$ cat src/rtl/string_to_unsigned_parser_defines.svh
// Assertion macros shared by the string to unsigned parser RTL.
`ifndef STRING_TO_UNSIGNED_PARSER_DEFINES_SVH
`define STRING_TO_UNSIGNED_PARSER_DEFINES_SVH

// Same-cycle implication, sampled on clk and idle while reset is asserted.
`define STUP_ASSERT_IMP(lbl, ante, cons, msg) \
	lbl: assert property (@(posedge clk) disable iff (!arst_n) (ante) |-> (cons)) \
		else $error(msg);

// Next-cycle implication, sampled on clk and idle while reset is asserted.
`define STUP_ASSERT_NXT(lbl, ante, cons, msg) \
	lbl: assert property (@(posedge clk) disable iff (!arst_n) (ante) |=> (cons)) \
		else $error(msg);

`endif

$ cat src/rtl/stup_pkg.sv
// Package with the request types, character codes and digit decoding of the parser.
package stup_pkg;

	localparam int CHAR_W  = 8;
	localparam int BASE_W  = 6;
	localparam int ACC_W   = 64;
	localparam int COUNT_W = 16;
	localparam int DIG_W   = 5;

	localparam longint unsigned MAX_CHARS_DEF = 64'd65535;

	localparam logic [CHAR_W-1:0] CH_SPACE = 8'h20;
	localparam logic [CHAR_W-1:0] CH_TAB   = 8'h09;
	localparam logic [CHAR_W-1:0] CH_CR    = 8'h0D;
	localparam logic [CHAR_W-1:0] CH_PLUS  = 8'h2B;
	localparam logic [CHAR_W-1:0] CH_MINUS = 8'h2D;
	localparam logic [CHAR_W-1:0] CH_0     = 8'h30;
	localparam logic [CHAR_W-1:0] CH_9     = 8'h39;
	localparam logic [CHAR_W-1:0] CH_UA    = 8'h41;
	localparam logic [CHAR_W-1:0] CH_UF    = 8'h46;
	localparam logic [CHAR_W-1:0] CH_UX    = 8'h58;
	localparam logic [CHAR_W-1:0] CH_LA    = 8'h61;
	localparam logic [CHAR_W-1:0] CH_LF    = 8'h66;
	localparam logic [CHAR_W-1:0] CH_LX    = 8'h78;

	localparam logic [BASE_W-1:0] BASE_AUTO = 6'd0;
	localparam logic [BASE_W-1:0] BASE_OCT  = 6'd8;
	localparam logic [BASE_W-1:0] BASE_DEC  = 6'd10;
	localparam logic [BASE_W-1:0] BASE_HEX  = 6'd16;

	typedef struct packed {
		logic [CHAR_W-1:0] char_code;
		logic              last_char;
	} item_t;

	typedef struct packed {
		logic [ACC_W-1:0]   value;
		logic [COUNT_W-1:0] consumed_count;
	} result_t;

	typedef struct packed {
		logic             ok;
		logic [DIG_W-1:0] val;
	} digit_t;

	// Maps 0-9, a-f and A-F to their digit values; anything else is not a digit.
	function automatic digit_t digit_decode(input logic [CHAR_W-1:0] c);
		digit_t d;
		logic [CHAR_W-1:0] off;
		d = '0;
		off = '0;
		if (c inside {[CH_0:CH_9]}) begin
			off = c - CH_0;
			d.ok = 1'b1;
			d.val = off[DIG_W-1:0];
		end else if (c inside {[CH_LA:CH_LF]}) begin
			off = c - CH_LA + 8'd10;
			d.ok = 1'b1;
			d.val = off[DIG_W-1:0];
		end else if (c inside {[CH_UA:CH_UF]}) begin
			off = c - CH_UA + 8'd10;
			d.ok = 1'b1;
			d.val = off[DIG_W-1:0];
		end
		return d;
	endfunction

endpackage

$ cat src/rtl/stup_core.sv
// Parse state and per-character update logic of the string to unsigned parser.
`include "string_to_unsigned_parser_defines.svh"

module stup_core #(
	parameter longint unsigned MAX_CHARS = stup_pkg::MAX_CHARS_DEF
) (
	input  logic                        clk,
	input  logic                        arst_n,
	input  logic                        step,
	input  stup_pkg::item_t             item,
	input  logic [stup_pkg::BASE_W-1:0] number_base,
	output stup_pkg::result_t           result
);
	import stup_pkg::*;

	localparam int POS_W = $clog2(MAX_CHARS + 1);
	localparam int CNT_W = (POS_W > COUNT_W) ? POS_W : COUNT_W;
	localparam logic [POS_W-1:0] POS_MAX = POS_W'(MAX_CHARS);

	localparam logic [1:0] PZ_NONE   = 2'd0;
	localparam logic [1:0] PZ_ZERO   = 2'd1;
	localparam logic [1:0] PZ_ZERO_X = 2'd2;

	typedef enum logic [3:0] {
		PH_SPACE  = 4'b0001,
		PH_PREFIX = 4'b0010,
		PH_DIGITS = 4'b0100,
		PH_DONE   = 4'b1000
	} phase_t;

	function automatic logic [POS_W-1:0] sat_inc(input logic [POS_W-1:0] x);
		return (x < POS_MAX) ? x + 1'b1 : POS_MAX;
	endfunction

	phase_t              phase_q, n_phase;
	logic                neg_q, n_neg;
	logic [BASE_W-1:0]   ebase_q, n_ebase;
	logic [ACC_W-1:0]    acc_q, n_acc;
	logic [POS_W-1:0]    pos_q, n_pos;
	logic [POS_W-1:0]    stop_q, n_stop;
	logic [1:0]          pend_q, n_pend;

	logic [CHAR_W-1:0]   c;
	logic                last;
	logic [BASE_W-1:0]   eb;
	logic [BASE_W-1:0]   tb;
	logic [POS_W-1:0]    nxt;
	logic                do_prefix;
	logic                do_take;
	digit_t              dig;
	logic                is_dig;
	logic [ACC_W-1:0]    mac;
	logic [CNT_W-1:0]    cnt_wide;

	assign c    = item.char_code;
	assign last = item.last_char;
	assign dig  = digit_decode(c);

	always_comb begin
		eb = (pos_q == '0 && phase_q == PH_SPACE) ? number_base : ebase_q;
		nxt = sat_inc(pos_q);
		n_phase = phase_q;
		n_neg = neg_q;
		n_ebase = eb;
		n_acc = acc_q;
		n_pos = nxt;
		n_stop = stop_q;
		n_pend = pend_q;
		tb = eb;
		do_prefix = 1'b0;
		do_take = 1'b0;

		case (phase_q)
			PH_SPACE: begin
				if (c inside {CH_SPACE, [CH_TAB:CH_CR]}) begin
					n_stop = nxt;
				end else if (c == CH_PLUS || c == CH_MINUS) begin
					n_neg = (c == CH_MINUS);
					n_stop = nxt;
					n_phase = PH_PREFIX;
				end else begin
					n_phase = PH_PREFIX;
					do_prefix = 1'b1;
				end
			end
			PH_PREFIX: begin
				do_prefix = 1'b1;
			end
			PH_DIGITS: begin
				do_take = 1'b1;
			end
			default: begin
			end
		endcase

		if (do_prefix) begin
			case (pend_q)
				PZ_NONE: begin
					if ((eb == BASE_AUTO || eb == BASE_HEX) && c == CH_0 && !last) begin
						n_pend = PZ_ZERO;
					end else begin
						tb = (eb == BASE_AUTO) ? BASE_DEC : eb;
						n_phase = PH_DIGITS;
						do_take = 1'b1;
					end
				end
				PZ_ZERO: begin
					if ((c == CH_LX || c == CH_UX) && !last) begin
						n_pend = PZ_ZERO_X;
					end else begin
						// The zero stands as the octal prefix or as a plain digit.
						tb = (eb == BASE_AUTO) ? BASE_OCT : eb;
						n_pend = PZ_NONE;
						n_stop = sat_inc(stop_q);
						n_phase = PH_DIGITS;
						do_take = 1'b1;
					end
				end
				default: begin
					tb = BASE_HEX;
					n_pend = PZ_NONE;
					n_stop = sat_inc(sat_inc(stop_q));
					n_phase = PH_DIGITS;
					do_take = 1'b1;
				end
			endcase
			n_ebase = tb;
		end

		is_dig = dig.ok && ({1'b0, dig.val} < tb);
		mac = acc_q * ACC_W'(tb) + ACC_W'(dig.val);

		if (do_take) begin
			if (is_dig) begin
				n_acc = mac;
				n_stop = nxt;
			end else begin
				n_phase = PH_DONE;
			end
		end

		cnt_wide = CNT_W'(n_stop);
		result.value = n_neg ? (ACC_W'(0) - n_acc) : n_acc;
		result.consumed_count = cnt_wide[COUNT_W-1:0];
	end

	always_ff @(posedge clk or negedge arst_n) begin
		if (!arst_n) begin
			phase_q <= PH_SPACE;
			neg_q <= 1'b0;
			ebase_q <= '0;
			acc_q <= '0;
			pos_q <= '0;
			stop_q <= '0;
			pend_q <= PZ_NONE;
		end else if (step) begin
			if (last) begin
				phase_q <= PH_SPACE;
				neg_q <= 1'b0;
				ebase_q <= '0;
				acc_q <= '0;
				pos_q <= '0;
				stop_q <= '0;
				pend_q <= PZ_NONE;
			end else begin
				phase_q <= n_phase;
				neg_q <= n_neg;
				ebase_q <= n_ebase;
				acc_q <= n_acc;
				pos_q <= n_pos;
				stop_q <= n_stop;
				pend_q <= n_pend;
			end
		end
	end

	`STUP_ASSERT_IMP(a_pend_in_prefix, pend_q != PZ_NONE, phase_q == PH_PREFIX, "Prefix zero pending outside the prefix phase.")
	`STUP_ASSERT_IMP(a_pos_bounded, 1'b1, pos_q <= POS_MAX, "Position count beyond its saturation limit.")
	`STUP_ASSERT_IMP(a_stop_behind_pos, 1'b1, stop_q <= pos_q, "Stop position ahead of the position count.")

endmodule

$ cat src/rtl/string_to_unsigned_parser.sv
// Top level of the string to unsigned parser: request registers and configuration.
// The parser takes one character request per cycle and returns one result request on the
// character marked last: the number, negated modulo 2^64 after a minus sign, and the
// count of characters consumed. A character is registered on acceptance and then processed
// by the single multiply-add stage that updates the accumulator; a result passes through
// the input register and the result register before it is offered. The sustained rate is
// one character per cycle; only a result left waiting on the output holds up the input.
// The number base register is sampled on the first character of each string.
`include "string_to_unsigned_parser_defines.svh"

module string_to_unsigned_parser #(
	parameter longint unsigned MAX_CHARS = stup_pkg::MAX_CHARS_DEF
) (
	input  logic                        clk,
	input  logic                        arst_n,
	input  logic                        item_valid,
	output logic                        item_ready,
	input  stup_pkg::item_t             item,
	output logic                        result_valid,
	input  logic                        result_ready,
	output stup_pkg::result_t           result,
	input  logic                        cfg_we,
	input  logic [stup_pkg::BASE_W-1:0] cfg_data
);
	import stup_pkg::*;

	logic              valid_s1;
	item_t             item_s1;
	logic              result_valid_q;
	result_t           result_q;
	logic [BASE_W-1:0] base_q;
	logic              out_free;
	logic              step;
	result_t           core_result;

	assign out_free     = !result_valid_q || result_ready;
	assign step         = valid_s1 && (!item_s1.last_char || out_free);
	assign item_ready   = !valid_s1 || step;
	assign result_valid = result_valid_q;
	assign result       = result_q;

	always_ff @(posedge clk or negedge arst_n) begin
		if (!arst_n) begin
			base_q <= BASE_AUTO;
		end else if (cfg_we) begin
			base_q <= cfg_data;
		end
	end

	always_ff @(posedge clk or negedge arst_n) begin
		if (!arst_n) begin
			valid_s1 <= 1'b0;
		end else if (item_ready) begin
			valid_s1 <= item_valid;
		end
	end

	always_ff @(posedge clk) begin
		if (item_ready && item_valid) begin
			item_s1 <= item;
		end
	end

	stup_core #(
		.MAX_CHARS(MAX_CHARS)
	) u_core (
		.clk(clk),
		.arst_n(arst_n),
		.step(step),
		.item(item_s1),
		.number_base(base_q),
		.result(core_result)
	);

	always_ff @(posedge clk or negedge arst_n) begin
		if (!arst_n) begin
			result_valid_q <= 1'b0;
		end else if (step && item_s1.last_char) begin
			result_valid_q <= 1'b1;
		end else if (result_ready) begin
			result_valid_q <= 1'b0;
		end
	end

	always_ff @(posedge clk) begin
		if (step && item_s1.last_char) begin
			result_q <= core_result;
		end
	end

	`STUP_ASSERT_NXT(a_last_gives_result, step && item_s1.last_char, result_valid_q, "Last character processed without a result.")
	`STUP_ASSERT_IMP(a_stall_reason, !item_ready, valid_s1 && item_s1.last_char && result_valid_q && !result_ready, "Input stalled without a waiting result.")
	`STUP_ASSERT_NXT(a_accept_lands, item_valid && item_ready, valid_s1, "Accepted character missing from the input register.")

endmodule

$ cat config.mk
export PLATFORM = sky130hd
export DESIGN_NAME = string_to_unsigned_parser
export DESIGN_NICKNAME = d
export VERILOG_FILES = /design/src/rtl/stup_pkg.sv /design/src/rtl/stup_core.sv /design/src/rtl/string_to_unsigned_parser.sv
export VERILOG_INCLUDE_DIRS = /design/src /design/src/rtl
export SDC_FILE = /design/constraint.sdc
export NUM_CORES = 1
export LEC_CHECK = 0
export ABC_AREA = 1
export ABC_CLOCK_PERIOD_IN_PS = 11900
export BUFFER_PORTS_ARGS = -buffer_cell sky130_fd_sc_hd__buf_2
export CAP_MARGIN = 40
export CORE_ASPECT_RATIO = 0.6
export CORE_MARGIN = 1
export CORE_UTILIZATION = 40
export DETAILED_ROUTE_END_ITERATION = 7
export GPL_TIMING_DRIVEN = 0
export PLACE_DENSITY = 0.55
export SETUP_SLACK_MARGIN = 0.2
export SYNTH_ARGS = -nofsm -noshare
export SYNTH_HDL_FRONTEND = slang
export SYNTH_SLANG_ARGS = --single-unit
$ cat constraint.sdc
create_clock -name clk -period 11.9 [get_ports clk]
set_input_delay 2.38 -clock clk [delete_from_list [all_inputs] [get_ports clk]]
set_output_delay 2.38 -clock clk [all_outputs]
set_load 0.01 [all_outputs]
==> impl_metrics.yaml <==
run_status:
  status: "finished, violations left"
  violations: "design-rule violations"
final_layout:
  num_antenna_cells: 0
  fillers: 6615
  utilization_pct: 44.62
  drive_gt1_share_pct: 6.707
  final_nets: 4159
  syn_to_final_growth_pct: 9.763
floorplan:
  die_w_um: 328.4
  start_util_pct: 40.65
  dieHeight_um: 197.8
  ios: 102
  die_area_mm2: 0.06497
  rows: 71
  core_area_mm2: 0.06290
setup_path:
  cp_max_fo: 10
  r2r_cells: 44
  cp_slowest_cell: "o21ai_0"
  path_common_cell: "nand2_1"
  r2r_end: "result[61]"
  slowest_delay_ps: 670
  end_kind: "flop"
  required_ps: 12190
  worst_ep_arrival_time_ps: 11280
  path_class: "reg -> reg"
  r2r_start: "u_core.pos_q[0]"
  rrSetupSlack_ps: 910
  start_kind: "flop"
routing:
  wl_um: 107200
  wl_per_cell_um: 23.24
  num_vias: 25180
  drtIter0Drc: 3177
  ant_nets: 0
  avgViaCountPerCell: 5.462
  drcViolationCount: 10
  dr.pass1.iters: 8
worst_hold_path:
  whs_endpoint: "u_core.stop_q[15]"
  hold_depth: 2
  hp-class: "reg -> reg"
  hp-start: "u_core.stop_q[15]"
synthesis:
  synth_area_mm2: 0.02557
  syn_avg_cell_area_um2: 7.075
  ys_warn_count: 0
  syn-num-nets: 4015
  synth_async_sr_flop_share_pct: 56.80
  ys_ff_latch: 206
  synth_top_cells_by_count: "nand2_1, nor2_1, inv_1"
  synth-edff-count: 89
  ys.flop_type: "dfrtp_1"
  yosysMostFrequentCell: "nand2_1"
  synth_top_area_share_pct: 18.71
  synth_cells: 3614
  synth.distinct_cells: 54
  synthTopCellsByArea: "fa_1, nand2_1, dfrtp_1, edfxtp_1, nor2_1"
  ys_seq_area_share_pct: 21.91
  synth_area_leader_cell: "fa_1"
timing:
  relSlewSlack_pct: 36.87
  tns_ps: 0
  finalCritPeriodShare_pct: 92.36
  rsz0062_at_grt: "false"
  period_needed_ps: 10990
  setup_violations: 0
  drv_slew: 0
  finalHoldViolCount: 0
  worst_pin_slew_ps: 946.9
  timing.fmax_ghz: 0.09099
  fin_skew_ps: 44.27
clock_network:
  cts_root_buf: "clkbuf_16"
  cts_buffers: 20
  h-tree-depth: 1
  clkTransAtPathRegs_ps: 70
  clk_latency_ps: 560
  cts-resized-gates: 0
  cts_setup_buffers: 0
  cts.sinks: 206
  clock_path_buffers: 3
  hold_buffers: 0
  cts_tree: "done"
power:
  p_leak_nw: 14.60
  peakVddDrop_v: 0.0001239
  power_density_mw_per_mm2: 173.2
  power_mw: 4.861
grt:
  grt_max_degree: 65
  grt.overflow.total: 0
  groute.usage.overall_pct: 32.92
  antenna_found_initial: 2
  grt_pass1_vias: 23000
  grt_pass1_wl_um: 154700
placement:
  dp_hpwl_um: 91370
  port_buffers: 100
  place_congestion: 1.064
flow_run:
  maxCapViolCount: 0
-- cells by family (layout without fill, tap and decap cells) --
logic type | after synthesis | after routing | share of synthesized area, %
adders and majority gates | 381 | 381 | 25.66
and+or+nand+nor | 1926 | 1926 | 30.88
AOI/OAI and AO/OA | 406 | 406 | 8.990
DFF | 206 | 206 | 21.91
xor gates and xnor gates | 99 | 99 | 3.391
muxes | 2 | 2 | 0.08808
buffers and inverters | 594 | 752 | 9.078
-- cells in the final DEF (no fill, tap or decap), types with 13 or more instances in the layout --
cell	Yosys	routed
nand3b_1	16	16
edfxtp_1	89	89
buf_6	9	19
nor3_1	26	26
inv_1	473	472
nor2_2	19	19
xor2_1	85	85
nand2_1	949	949
clkbuf_16	0	20
nand3_1	141	141
xnor2_1	14	14
buf_1	19	19
dfrtp_1	116	116
fa_1	239	239
o21ai_0	138	138
o211ai_1	13	13
clkbuf_1	62	64
ha_1	142	142
o22ai_1	82	82
nor2_1	674	674
nand4_1	50	50
buf_2	7	106
inv_2	15	15
a21oi_1	120	120
-- critical path: cells and delay by family, from the launching register on --
| kind | cells | cell delay, ps |
|---|---|---|
| flops | 1 | 380 |
| simple gates | 29 | 5530 |
| compound gates | 2 | 1040 |
| fa+ha+maj | 6 | 2350 |
| buf+inv | 7 | 1400 |
-- stage by stage --
step           setup slack (ps)  hold WS, ps  cells  area (µm²)
4_1_cts                    1309        496.5   4609       28050
3_5_place_dp               1354        473.9   4573       27400
2_1_floorplan              4846        446.8   3614       25570
3_3_place_gp               1047        488.8   4553       27120
6_report                  909.7        504.8   4611       28060
5_1_grt                   396.9        528.2   4611       28060
-- cell type report --
cell class / instances / area, µm² / area share (%)
multi-input cells: 2814 / 17650 / 62.88
flip-flops and latches: 206 / 5602 / 19.96
inverters: 493 / 1853 / 6.603
well taps: 839 / 1050 / 3.741
repair buffers: 122 / 788.3 / 2.809
clock buffers: 24 / 535.5 / 1.908
plain buffers: 101 / 470.5 / 1.676
clock inverters: 12 / 120.1 / 0.4280
-- metal layers --
| layer | vias up | track usage (%) | part of all wire, % |
|---|---|---|---|
| met5 | - | 5.622 | 0.48 |
| met4 | 4 | 4.031 | 1.3 |
| met3 | 75 | 15.06 | 14 |
| met2 | 1316 | 38.42 | 34 |
| met1 | 12050 | 52.77 | 50 |
| li1 | 11740 | - | - |
-- power by group --
part           switching (mW)  internal (mW)
Clock                   0.326          0.351
Combinational            2.50          0.764
Sequential             0.0678          0.847
Total                    2.90           1.96
-- sequential cells by signal, summed over array words and instances, names as in the netlist --
| register | count |
|---|---|
| result | 80 |
| u_core.acc_q | 64 |
| u_core.pos_q | 16 |
| u_core.stop_q | 16 |
| item_s1 | 9 |
| base_q | 6 |
| u_core.ebase_q | 6 |
| u_core.phase_q | 4 |
| u_core.pend_q | 2 |
| result_valid | 1 |
| u_core.neg_q | 1 |
| valid_s1 | 1 |
-- worst max-delay path by stage --
stage / startpoint / to / depth (start not counted)
2_1_floorplan: u_core.pos_q[0] / result[67] / 46
3_3_place_gp: u_core.pos_q[0] / result[75] / 40
3_5_place_dp: u_core.pos_q[0] / result[75] / 39
4_1_cts: u_core.pos_q[0] / result[75] / 39
5_1_grt: u_core.pos_q[0] / result[75] / 40
6_report: u_core.pos_q[0] / result[61] / 44
Note: power is estimated with default switching activity, not from simulation.
